File: src/hdl/wear_leveled_log_page_allocator_defines.svh
// Assertion macros for the wear-leveled log page allocator.
`ifndef WEAR_LEVELED_LOG_PAGE_ALLOCATOR_DEFINES_SVH
`define WEAR_LEVELED_LOG_PAGE_ALLOCATOR_DEFINES_SVH

`ifndef SYNTH
`define WLPA_ASSERT_SAME(lbl, clk, rstn, ante, cons) \
  lbl: assert property (@(posedge clk) disable iff (!(rstn)) (ante) |-> (cons)) \
    else $error("wlpa same-cycle check failed");
`define WLPA_ASSERT_NEXT(lbl, clk, rstn, ante, cons) \
  lbl: assert property (@(posedge clk) disable iff (!(rstn)) (ante) |=> (cons)) \
    else $error("wlpa next-cycle check failed");
`else
`define WLPA_ASSERT_SAME(lbl, clk, rstn, ante, cons)
`define WLPA_ASSERT_NEXT(lbl, clk, rstn, ante, cons)
`endif

`endif

File: src/hdl/wlpa_pkg.sv
// Package with constants and types of the wear-leveled log page allocator.
`timescale 1ns / 1ps
package wlpa_pkg;

  localparam int unsigned PAGE_BYTES   = 2048;
  localparam int unsigned PAGE_COUNT   = 8;
  localparam int unsigned RECORD_BYTES = 19;

  localparam int unsigned ADDR_W     = 32;
  localparam int unsigned CNT_W      = 32;
  localparam int unsigned PAGE_W     = 3;
  localparam int unsigned FILL_W     = 12;
  localparam int unsigned SUM_W      = FILL_W + 2;
  localparam int unsigned PAGE_SHIFT = $clog2(PAGE_BYTES);

  localparam logic [ADDR_W-1:0] BASE_RESET = 32'h0807_8000;
  localparam logic [CNT_W-1:0]  CNT_MAX    = '1;

  typedef enum logic [1:0] {
    ST_IDLE,
    ST_SCAN,
    ST_UPDATE,
    ST_EMIT
  } wlpa_state_e;

  typedef struct packed {
    logic [ADDR_W-1:0] record_address;
    logic              erase_needed;
    logic [ADDR_W-1:0] erase_address;
    logic [PAGE_W-1:0] active_page;
    logic [FILL_W-1:0] fill_after;
  } wlpa_res_t;

endpackage

File: src/hdl/wlpa_if.sv
// Handshake channel interfaces: append requests, results and base register writes.
`timescale 1ns / 1ps
interface wlpa_req_if;
  logic valid;
  logic ready;
  logic append_request;
  modport source (output valid, output append_request, input ready);
  modport sink (input valid, input append_request, output ready);
endinterface

interface wlpa_res_if;
  logic                          valid;
  logic                          ready;
  logic [wlpa_pkg::ADDR_W-1:0]   record_address;
  logic                          erase_needed;
  logic [wlpa_pkg::ADDR_W-1:0]   erase_address;
  logic [wlpa_pkg::PAGE_W-1:0]   active_page;
  logic [wlpa_pkg::FILL_W-1:0]   fill_after;
  modport source (output valid, output record_address, output erase_needed,
                  output erase_address, output active_page, output fill_after,
                  input ready);
  modport sink (input valid, input record_address, input erase_needed,
                input erase_address, input active_page, input fill_after,
                output ready);
endinterface

interface wlpa_cfg_if;
  logic                        valid;
  logic                        ready;
  logic [wlpa_pkg::ADDR_W-1:0] data;
  modport source (output valid, output data, input ready);
  modport sink (input valid, input data, output ready);
endinterface

File: src/hdl/wear_leveled_log_page_allocator.sv
// Wear-leveled log page allocator: top level.
//
// Channels: req_i carries append requests, res_o returns one result per request
// with append_request set, cfg_i writes the store base address (always ready).
// A transfer on req_i with append_request clear is consumed and gives no result.
// An append that fits the active page is registered in the work register, then
// moves to the output register once that is free. An append that overflows the
// page walks the erase counter memory one entry per cycle to find the
// least-erased page, then updates that counter. One request is in work at a
// time; the next transfer is taken as soon as the block is back in idle, even
// while a result still waits.
// When res_o is stalled, the finished result holds in the output register and a
// newer result waits in the work register until the output frees up.
// Reset puts page 0 active at offset 0, marks all erase counters as zero through
// per-entry valid bits and restores base address 0x08078000. No clearing pass.
`timescale 1ns / 1ps
`include "wear_leveled_log_page_allocator_defines.svh"
module wear_leveled_log_page_allocator (
  input  logic            clk_i,
  input  logic            rst_ni,
  wlpa_req_if.sink        req_i,
  wlpa_res_if.source      res_o,
  wlpa_cfg_if.sink        cfg_i
);

  wlpa_pkg::wlpa_state_e state_q, state_d;

  logic [wlpa_pkg::ADDR_W-1:0] base_q;
  logic [wlpa_pkg::PAGE_W-1:0] page_q;
  logic [wlpa_pkg::FILL_W-1:0] fill_q;
  logic [wlpa_pkg::PAGE_W-1:0] scan_q;
  logic [wlpa_pkg::PAGE_COUNT-1:0] valid_q;
  logic                        out_valid_q;

  logic [wlpa_pkg::CNT_W-1:0]  cnt_mem [wlpa_pkg::PAGE_COUNT];
  logic [wlpa_pkg::CNT_W-1:0]  rd_data_q;
  logic                        rd_valid_q;
  logic [wlpa_pkg::PAGE_W-1:0] rd_addr;

  logic [wlpa_pkg::CNT_W-1:0]  best_q;
  logic [wlpa_pkg::PAGE_W-1:0] best_idx_q;
  logic [wlpa_pkg::CNT_W-1:0]  cur_cnt;
  logic                        take_cur;

  wlpa_pkg::wlpa_res_t res_q, res_d, out_q;

  logic                        in_xfer;
  logic                        app_xfer;
  logic                        load_out;
  logic [wlpa_pkg::SUM_W-1:0]  fill_sum;
  logic                        rotate;
  logic [wlpa_pkg::ADDR_W-1:0] cur_page_base;
  logic [wlpa_pkg::ADDR_W-1:0] best_page_base;
  logic                        mem_we;
  logic [wlpa_pkg::CNT_W-1:0]  wr_data;

  assign cfg_i.ready = 1'b1;

  assign in_xfer  = req_i.valid && req_i.ready;
  assign app_xfer = in_xfer && req_i.append_request;
  assign fill_sum = wlpa_pkg::SUM_W'(fill_q) + wlpa_pkg::SUM_W'(wlpa_pkg::RECORD_BYTES);
  assign rotate   = fill_sum > wlpa_pkg::SUM_W'(wlpa_pkg::PAGE_BYTES);

  assign cur_page_base  = base_q + (wlpa_pkg::ADDR_W'(page_q) << wlpa_pkg::PAGE_SHIFT);
  assign best_page_base = base_q + (wlpa_pkg::ADDR_W'(best_idx_q) << wlpa_pkg::PAGE_SHIFT);

  assign cur_cnt  = rd_valid_q ? rd_data_q : '0;
  assign take_cur = (scan_q == '0) || (cur_cnt < best_q);

  assign mem_we  = (state_q == wlpa_pkg::ST_UPDATE);
  assign wr_data = (best_q == wlpa_pkg::CNT_MAX) ? best_q : best_q + 1'b1;

  always_comb begin
    state_d     = state_q;
    req_i.ready = 1'b0;
    load_out    = 1'b0;
    rd_addr     = '0;
    res_d       = res_q;
    unique case (state_q)
      wlpa_pkg::ST_IDLE: begin
        req_i.ready = 1'b1;
        if (app_xfer) begin
          if (rotate) begin
            state_d = wlpa_pkg::ST_SCAN;
          end else begin
            res_d.record_address = cur_page_base + wlpa_pkg::ADDR_W'(fill_q);
            res_d.erase_needed   = 1'b0;
            res_d.erase_address  = '0;
            res_d.active_page    = page_q;
            res_d.fill_after     = fill_sum[wlpa_pkg::FILL_W-1:0];
            state_d              = wlpa_pkg::ST_EMIT;
          end
        end
      end
      wlpa_pkg::ST_SCAN: begin
        rd_addr = scan_q + 1'b1;
        if (scan_q == wlpa_pkg::PAGE_W'(wlpa_pkg::PAGE_COUNT - 1)) begin
          state_d = wlpa_pkg::ST_UPDATE;
        end
      end
      wlpa_pkg::ST_UPDATE: begin
        res_d.record_address = best_page_base;
        res_d.erase_needed   = 1'b1;
        res_d.erase_address  = best_page_base;
        res_d.active_page    = best_idx_q;
        res_d.fill_after     = wlpa_pkg::FILL_W'(wlpa_pkg::RECORD_BYTES);
        state_d              = wlpa_pkg::ST_EMIT;
      end
      wlpa_pkg::ST_EMIT: begin
        if (!out_valid_q || res_o.ready) begin
          load_out = 1'b1;
          state_d  = wlpa_pkg::ST_IDLE;
        end
      end
      default: state_d = wlpa_pkg::ST_IDLE;
    endcase
  end

  always_ff @(posedge clk_i or negedge rst_ni) begin
    if (!rst_ni) begin
      state_q <= wlpa_pkg::ST_IDLE;
    end else begin
      state_q <= state_d;
    end
  end

  always_ff @(posedge clk_i or negedge rst_ni) begin
    if (!rst_ni) begin
      base_q      <= wlpa_pkg::BASE_RESET;
      page_q      <= '0;
      fill_q      <= '0;
      scan_q      <= '0;
      valid_q     <= '0;
      out_valid_q <= 1'b0;
    end else begin
      if (cfg_i.valid && cfg_i.ready) begin
        base_q <= cfg_i.data;
      end
      if (state_q == wlpa_pkg::ST_IDLE) begin
        scan_q <= '0;
        if (app_xfer && !rotate) begin
          fill_q <= fill_sum[wlpa_pkg::FILL_W-1:0];
        end
      end
      if (state_q == wlpa_pkg::ST_SCAN) begin
        scan_q <= scan_q + 1'b1;
      end
      if (mem_we) begin
        page_q              <= best_idx_q;
        fill_q              <= wlpa_pkg::FILL_W'(wlpa_pkg::RECORD_BYTES);
        valid_q[best_idx_q] <= 1'b1;
      end
      if (load_out) begin
        out_valid_q <= 1'b1;
      end else if (res_o.ready) begin
        out_valid_q <= 1'b0;
      end
    end
  end

  // The read port runs every cycle, but its data is used only in a scan; the write comes after it.
  always_ff @(posedge clk_i) begin
    if (mem_we) begin
      cnt_mem[best_idx_q] <= wr_data;
    end
    rd_data_q  <= cnt_mem[rd_addr];
    rd_valid_q <= valid_q[rd_addr];
  end

  always_ff @(posedge clk_i) begin
    if (state_q == wlpa_pkg::ST_SCAN && take_cur) begin
      best_q     <= cur_cnt;
      best_idx_q <= scan_q;
    end
    res_q <= res_d;
    if (load_out) begin
      out_q <= res_q;
    end
  end

  assign res_o.valid          = out_valid_q;
  assign res_o.record_address = out_q.record_address;
  assign res_o.erase_needed   = out_q.erase_needed;
  assign res_o.erase_address  = out_q.erase_address;
  assign res_o.active_page    = out_q.active_page;
  assign res_o.fill_after     = out_q.fill_after;

  `WLPA_ASSERT_SAME(a_erase_matches_record, clk_i, rst_ni,
                    res_o.valid && res_o.erase_needed,
                    res_o.erase_address == res_o.record_address)
  `WLPA_ASSERT_SAME(a_count_write_nonzero, clk_i, rst_ni, mem_we, wr_data != '0)
  `WLPA_ASSERT_NEXT(a_overflow_starts_scan, clk_i, rst_ni, app_xfer && rotate,
                    state_q == wlpa_pkg::ST_SCAN && scan_q == '0)

endmodule
File: src/flat_wrapper.sv
// flat-port wrapper written by rule: the top's interface ports become plain ports
module wear_leveled_log_page_allocator_flat 
  (clk_i, rst_ni, req_i_valid, req_i_append_request, req_i_ready, res_o_valid, res_o_record_address, res_o_erase_needed, res_o_erase_address, res_o_active_page, res_o_fill_after, res_o_ready, cfg_i_valid, cfg_i_data, cfg_i_ready);
  wlpa_req_if req_i_i ();
  wlpa_res_if res_o_i ();
  wlpa_cfg_if cfg_i_i ();
  input  logic clk_i;
  input  logic rst_ni;
  input wire logic [$bits(req_i_i.valid)-1:0] req_i_valid;
  input wire logic [$bits(req_i_i.append_request)-1:0] req_i_append_request;
  output wire logic [$bits(req_i_i.ready)-1:0] req_i_ready;
  output wire logic [$bits(res_o_i.valid)-1:0] res_o_valid;
  output wire logic [$bits(res_o_i.record_address)-1:0] res_o_record_address;
  output wire logic [$bits(res_o_i.erase_needed)-1:0] res_o_erase_needed;
  output wire logic [$bits(res_o_i.erase_address)-1:0] res_o_erase_address;
  output wire logic [$bits(res_o_i.active_page)-1:0] res_o_active_page;
  output wire logic [$bits(res_o_i.fill_after)-1:0] res_o_fill_after;
  input wire logic [$bits(res_o_i.ready)-1:0] res_o_ready;
  input wire logic [$bits(cfg_i_i.valid)-1:0] cfg_i_valid;
  input wire logic [$bits(cfg_i_i.data)-1:0] cfg_i_data;
  output wire logic [$bits(cfg_i_i.ready)-1:0] cfg_i_ready;
  assign req_i_i.valid = req_i_valid;
  assign req_i_i.append_request = req_i_append_request;
  assign req_i_ready = req_i_i.ready;
  assign res_o_valid = res_o_i.valid;
  assign res_o_record_address = res_o_i.record_address;
  assign res_o_erase_needed = res_o_i.erase_needed;
  assign res_o_erase_address = res_o_i.erase_address;
  assign res_o_active_page = res_o_i.active_page;
  assign res_o_fill_after = res_o_i.fill_after;
  assign res_o_i.ready = res_o_ready;
  assign cfg_i_i.valid = cfg_i_valid;
  assign cfg_i_i.data = cfg_i_data;
  assign cfg_i_ready = cfg_i_i.ready;
  wear_leveled_log_page_allocator u_core (.clk_i(clk_i), .rst_ni(rst_ni), .req_i(req_i_i), .res_o(res_o_i), .cfg_i(cfg_i_i));
endmodule
File: config.mk
export PLATFORM = sky130hd
export DESIGN_NAME = wear_leveled_log_page_allocator_flat
export DESIGN_NICKNAME = d
export VERILOG_FILES = /design/src/hdl/wlpa_pkg.sv /design/src/hdl/wlpa_if.sv /design/src/hdl/wear_leveled_log_page_allocator.sv /design/src/flat_wrapper.sv
export VERILOG_INCLUDE_DIRS = /design/src /design/src/hdl
export SDC_FILE = /design/constraint.sdc
export NUM_CORES = 1
export LEC_CHECK = 0
export BUFFER_PORTS_ARGS = -buffer_cell sky130_fd_sc_hd__buf_2
export CELL_PAD_IN_SITES_DETAIL_PLACEMENT = 1
export CELL_PAD_IN_SITES_GLOBAL_PLACEMENT = 2
export CORE_MARGIN = 1.5
export CORE_UTILIZATION = 48
export CTS_CLUSTER_DIAMETER = 120
export DETAILED_ROUTE_END_ITERATION = 12
export PLACE_DENSITY = 0.83
export SLEW_MARGIN = 25
export SYNTH_ARGS = -nofsm -noshare
export SYNTH_HDL_FRONTEND = slang
export SYNTH_SLANG_ARGS = --single-unit
File: constraint.sdc
create_clock -name clk_i -period 12.6 [get_ports clk_i]
set_input_delay 3.15 -clock clk_i [delete_from_list [all_inputs] [get_ports clk_i]]
set_output_delay 3.15 -clock clk_i [all_outputs]
set_load 0.1 [all_outputs]
==> results of run 1 <==
final cells by class:
class	count	area [um2]	area share, %
Sequential cell	545	15700	60.3
Multi-Input combinational cell	874	6670	25.6
Clock buffer	69	1520	5.83
Timing Repair Buffer	141	761	2.91
Tap cell	607	759	2.91
Clock inverter	35	425	1.63
Inverter	60	225	0.863
cells by family after synthesis:
family | after synthesis | share of synthesized area, %
xor+xnor | 75 | 2.88
simple gates | 409 | 8.80
compound gates | 252 | 8.14
mux | 63 | 4.73
buf+inv | 139 | 2.39
other cells | 1 | 0.0164
fa+ha+maj | 74 | 4.15
flops | 545 | 68.9
power breakdown:
part	leakage (nW)	switching, mW	internal [mW]	total [mW]
clock	0.954	0.685	1.06	1.74
combinational	3.42	1.82	0.645	2.47
sequential	5.15	0.203	2.74	2.94
final timing paths:
path	from	end	slack, ps	cells after the start
max in group asynchronous	rst_ni	u_core.base_q[23]	9230	2
worst min register to register	u_core.res_q[68]	u_core.res_o.record_address[20]	420	0
worst max-delay path	req_i_append_request	u_core.res_q[3]	7330	5
worst max register to register	u_core.fill_q[1]	u_core.res_q[3]	8450	8
worst min-delay path	u_core.res_q[68]	u_core.res_o.record_address[20]	420	0
min in group asynchronous	rst_ni	u_core.res_o.valid	2740	2
through the flow:
step           utilization (%)  area [um2]  hold WS, ps
6_report                  55.8       26100          419
5_1_grt                   55.8       26100          422
4_1_cts                   55.8       26100          421
3_5_place_dp              51.7       24200          409
3_3_place_gp              51.7       24200          403
2_1_floorplan                -       22800          400
metal layers:
metal	share of wire, %	vias up	track usage [%]
met3	4.0	80	3.44
met4	2.0	0	5.45
met1	45	6786	29.0
li1	-	6130	-
met2	49	266	37.6
met5	0	-	0
sequential cells by signal, summed over array words and instances (netlist names), 8 cells and up:
name and count:
u_core.rd_data_q 32, u_core.res_o.erase_address 32, u_core.res_o.record_address 32, u_core.res_q 80, u_core.base_q 32, u_core.valid_q 8
u_core.best_q 32, u_core.res_o.fill_after 12, u_core.cnt_mem 256, u_core.fill_q 12
cell usage after synthesis (all sizes together) (22+ instances only):
cell and instances:
a21oi 29, ha 71, nand4 23, a21o 22, nor2 93, xnor2 49, nand2 119, a221oi 36
edfxtp 451, xor2 26, a211oi 37, and2 48, o21ai 33, inv 59, mux4 33, clkbuf 58
dfrtp 56, o31ai 37, nor3 29, dfxtp 33, mux2 30
critical path: stages:
cell and delay, ps:
buf_2 100, and3_1 210, nand2_1 460, o22ai_4 760, buf_4 760
==> results.sh, run 1 <==
export IMPL_grt_pass1_vias=14300
export IMPL_worst_slack_ps=7330
export IMPL_drv_slew=0
export IMPL_cp_start_kind="input pin"
export IMPL_fmaxAchievable_mhz=190
export IMPL_cp_required_ps=12830
export IMPL_synth_top_area_cell="edfxtp_1"
export IMPL_ctsResizeCount=0
export IMPL_fin_cells=2331
export IMPL_skew_ps=15.9
export IMPL_total_power_mw=7.15
export IMPL_yosysWarningCount=0
export IMPL_maxSlewHeadroom_pct=31.0
export IMPL_fin_crit_sh_pct=41.8
export IMPL_peakVddDrop_mv=0.128
export IMPL_initialDrtViolationCount=825
export IMPL_layout_min_cycle_time_ps=5270
export IMPL_setup_viol_count_final=0
export IMPL_numPortBuffers=119
export IMPL_place_inst=2227
export IMPL_status="finished clean"
export IMPL_first_pass_iters=5
export IMPL_grt_pass1_wl_um=82600
export IMPL_path_clk_slew_ps=60
export IMPL_clock_latency_ps=620
export IMPL_dieArea_mm2=0.0489
export IMPL_wire_per_inst_um=22.4
export IMPL_die_h_um=221
export IMPL_cts_sinks=545
export IMPL_pin_count=121
export IMPL_p_per_area_mw_per_mm2=274
export IMPL_hp_class="flop to flop"
export IMPL_max_slew_worst_pin_slew_ps=1010
export IMPL_fp_dieW_um=221
export IMPL_ys_ff_latch=545
export IMPL_grt_total_usage_pct=21.8
export IMPL_synth_edf_count=451
export IMPL_leakage_nw=9.52
export IMPL_yosysTopAreaCellShare_pct=59.3
export IMPL_cap_violations=0
export IMPL_hold_viol_final=0
export IMPL_gr_total_overflow=0
export IMPL_clk_path_buf_depth=3
export IMPL_place_gp_congestion=0.804
export IMPL_tns_ps=0
export IMPL_drc=0
export IMPL_place_hpwl_um=31300
export IMPL_core_mm2=0.0468
export IMPL_final_antenna_net_count=0
export IMPL_nNetsFinal=1790
export IMPL_synth_area_leaders="edfxtp_1, dfrtp_1, ha_1, mux4_2, dfxtp_1"
export IMPL_diodes=0
export IMPL_async_flop_share_pct=11.2
export IMPL_path_max_fanout=63
export IMPL_htreeDepth=2
export IMPL_arrival_ps=5500
export IMPL_grt_setup_unrepaired="false"
export IMPL_cp_end_kind="flop"
export IMPL_area_growth_syn_to_layout_pct=14.3
export IMPL_cts_root_buf="clkbuf_16"
export IMPL_synth_cell_types=74
export IMPL_final_cell_mix="edfxtp_1, buf_2, nand2_1, nor2_1, ha_1"
export IMPL_syn_nets=1670
export IMPL_final_common_cell="edfxtp_1"
export IMPL_crit_type="input pin to flop"
export IMPL_vias=13300
export IMPL_dp_slack_ps=6700
export IMPL_grt_max_degree=72
export IMPL_fp_row_count=79
export IMPL_cts_tree="built"
export IMPL_cts_hold_buffers=0
export IMPL_antenna_found_initial=0
export IMPL_drt_wl_total_um=52100
export IMPL_drive_gt1_share_pct=19.5
export IMPL_ys_flop_type="edfxtp_1"
export IMPL_syn_cell_area_mm2=0.0228
export IMPL_seq_area_frac_synth_pct=68.9
export IMPL_cts_made_buffers=56
export IMPL_vias_per_cell=5.69
export IMPL_initial_core_util_pct=48.9
export IMPL_syn_avg_cell_area_um2=14.7
export IMPL_post_cts_buffers=0
export IMPL_nFillCells=4471
export IMPL_synthCells=1558
No activity file was read; power rests on OpenSTA's default activity.
==> run 2, diff against run 1 <==
Settings changed: CORE_UTILIZATION 48 to 44, PLACE_DENSITY 0.83 to 0.77.
Clock period 12.6 ns to 5.55 ns, I/O delays scaled along.
==> results.sh, run 2 (synthesis results as in run 1) <==
export IMPL_grt_pass1_vias=14100
export IMPL_antenna_found_initial=0
export IMPL_place_inst=2303
export IMPL_cts_tree="built"
export IMPL_nNetsFinal=1793
export IMPL_path_max_fanout=32
export IMPL_r2r_cells=8
export IMPL_grt_busiest_layer="met2"
export IMPL_maxSlewHeadroom_pct=34.4
export IMPL_area_growth_syn_to_layout_pct=14.6
export IMPL_cp_start_kind="flop"
export IMPL_fin_crit_sh_pct=67.7
export IMPL_cts_hold_buffers=0
export IMPL_diodes=0
export IMPL_final_cell_mix="edfxtp_1, buf_2, nand2_1, nor2_1, ha_1"
export IMPL_place_hpwl_um=32700
export IMPL_cap_violations=0
export IMPL_dieArea_mm2=0.0533
export IMPL_total_power_mw=16.1
export IMPL_grt_setup_unrepaired="false"
export IMPL_die_h_um=231
export IMPL_grt_total_usage_pct=19.9
export IMPL_cts_sinks=545
export IMPL_use_met3_pct=2.62
export IMPL_initial_core_util_pct=44.5
export IMPL_fin_cells=2409
export IMPL_swShare_pct=38.2
export IMPL_wire_per_inst_um=21.4
export IMPL_multiInputGateArea_mm2=0.00667
export IMPL_final_util_pct=51.0
export IMPL_drc=0
export IMPL_cpPeakStageDelay_ps=740
export IMPL_cp_end_kind="flop"
export IMPL_htreeDepth=2
export IMPL_path_cells="and2_1, ha_1, a211oi_1, a211oi_1, a2111oi_0, o21ai_0, o22ai_4, buf_4"
export IMPL_post_cts_buffers=0
export IMPL_p_int_mw=9.95
export IMPL_nFillCells=4971
export IMPL_cts_made_buffers=56
export IMPL_drive_gt1_share_pct=19.7
export IMPL_skew_ps=16.5
export IMPL_p_sw_mw=6.15
export IMPL_initialDrtViolationCount=651
export IMPL_clk_path_buf_depth=3
export IMPL_gr_total_overflow=0
export IMPL_cts_root_buf="clkbuf_16"
export IMPL_place_gp_congestion=0.805
export IMPL_met2_usage_pct=34.0
export IMPL_numPortBuffers=119
export IMPL_layout_min_cycle_time_ps=3760
export IMPL_seq_area_mm2=0.0157
export IMPL_p_per_area_mw_per_mm2=615
export IMPL_seqPwrFrac_pct=41.7
export IMPL_tns_ps=0
export IMPL_core_mm2=0.0513
export IMPL_drt_wl_total_um=51600
export IMPL_path_clk_slew_ps=60
export IMPL_hp_class="flop to flop"
export IMPL_grt_max_degree=100
export IMPL_top_regs="u_core.cnt_mem (256), u_core.res_q (80)"
export IMPL_crit_slowest_cell="o22ai_4"
export IMPL_met1_usage_pct=26.6
export IMPL_crit_type="flop to flop"
export IMPL_first_pass_iters=5
export IMPL_pin_count=121
export IMPL_ctsResizeCount=0
export IMPL_cp_required_ps=5850
export IMPL_largest_register_ffs=256
export IMPL_setup_viol_count_final=0
export IMPL_holdPathStages=0
export IMPL_fp_row_count=83
export IMPL_final_common_cell="edfxtp_1"
export IMPL_vias_per_cell=5.47
export IMPL_max_slew_worst_pin_slew_ps=959
export IMPL_clock_latency_ps=610
export IMPL_fmaxAchievable_mhz=266
export IMPL_final_antenna_net_count=0
export IMPL_vias=13200
export IMPL_status="finished clean"
export IMPL_regMostFlops="u_core.cnt_mem"
export IMPL_arrival_ps=4060
export IMPL_clkPwrFrac_pct=23.6
export IMPL_leakage_nw=9.49
export IMPL_peakVddDrop_mv=0.305
export IMPL_grt_pass1_wl_um=81700
export IMPL_combPwrFrac_pct=34.7
export IMPL_drv_slew=0
export IMPL_crit_top_cell="a211oi_1"
export IMPL_hold_viol_final=0
export IMPL_fp_dieW_um=231
==> run 2: cell count changes in the layout (fill, tap and decap cells not counted), moves of 2 or more <==
cell | before | now
clkbuf_1 | 7 | 16
bufinv_16 | 10 | 5
clkinv_4 | 1 | 3
clkbuf_8 | 5 | 9
clkinv_1 | 10 | 4
inv_6 | 0 | 2
clkinv_2 | 12 | 7
==> run 2: metrics by stage <==
stage                     hold slack, ps  setup slack, ps  instance area (um2)
after global routing                 424             1550                26200
after detailed placement             405             1390                24300
after global placement               402             1530                24300
after floorplan                      400              995                22800
after CTS                            419             1350                26200
final                                418             1790                26200
==> run 2: final timing paths <==
path	to	start	slack [ps]
max in group asynchronous	u_core.state_q[0]	rst_ni	3690
worst min register to register	u_core.res_o.record_address[29]	u_core.res_q[77]	420
min in group asynchronous	u_core.fill_q[8]	rst_ni	810
worst max register to register	u_core.best_q[27]	u_core.rd_valid_q	1790
worst min-delay path	u_core.res_o.record_address[29]	u_core.res_q[77]	420
worst max-delay path	u_core.best_q[27]	u_core.rd_valid_q	1790
==> run 2: power by group through the flow <==
stage / sequential, mW / combinational [mW] / clock (mW)
3_3_place_gp: 6.74 / 5.48 / 0
2_1_floorplan: 7.96 / 2.87 / 0
5_1_grt: 6.82 / 6.10 / 4.03
3_5_place_dp: 6.80 / 5.63 / 0
4_1_cts: 6.72 / 5.68 / 3.91
6_report: 6.71 / 5.58 / 3.81
==> run 2: worst max-delay path, delay by kind of cell (launching register included) <==
| family | cells | cell delay, ps |
|---|---|---|
| compound gates | 5 | 1930 |
| flops | 1 | 670 |
| buf+inv | 1 | 350 |
| fa+ha+maj | 1 | 260 |
| simple gates | 1 | 230 |
==> run 2: area by class of cell <==
cell class              count  share of cell area (%)
clock buffers              82                    6.15
flip-flops and latches    545                    60.1
multi-input cells         874                    25.5
well taps                 680                    3.25
inverters                  60                   0.860
repair buffers            144                    3.13
clock inverters            24                    1.05
==> run 2: layer usage <==
layer  share of wire [%]  vias to the layer above
met5                   0                        -
met4                 2.2                        0
met3                 3.5                       84
met2                  49                      211
met1                  45                     6747
li1                    -                     6145
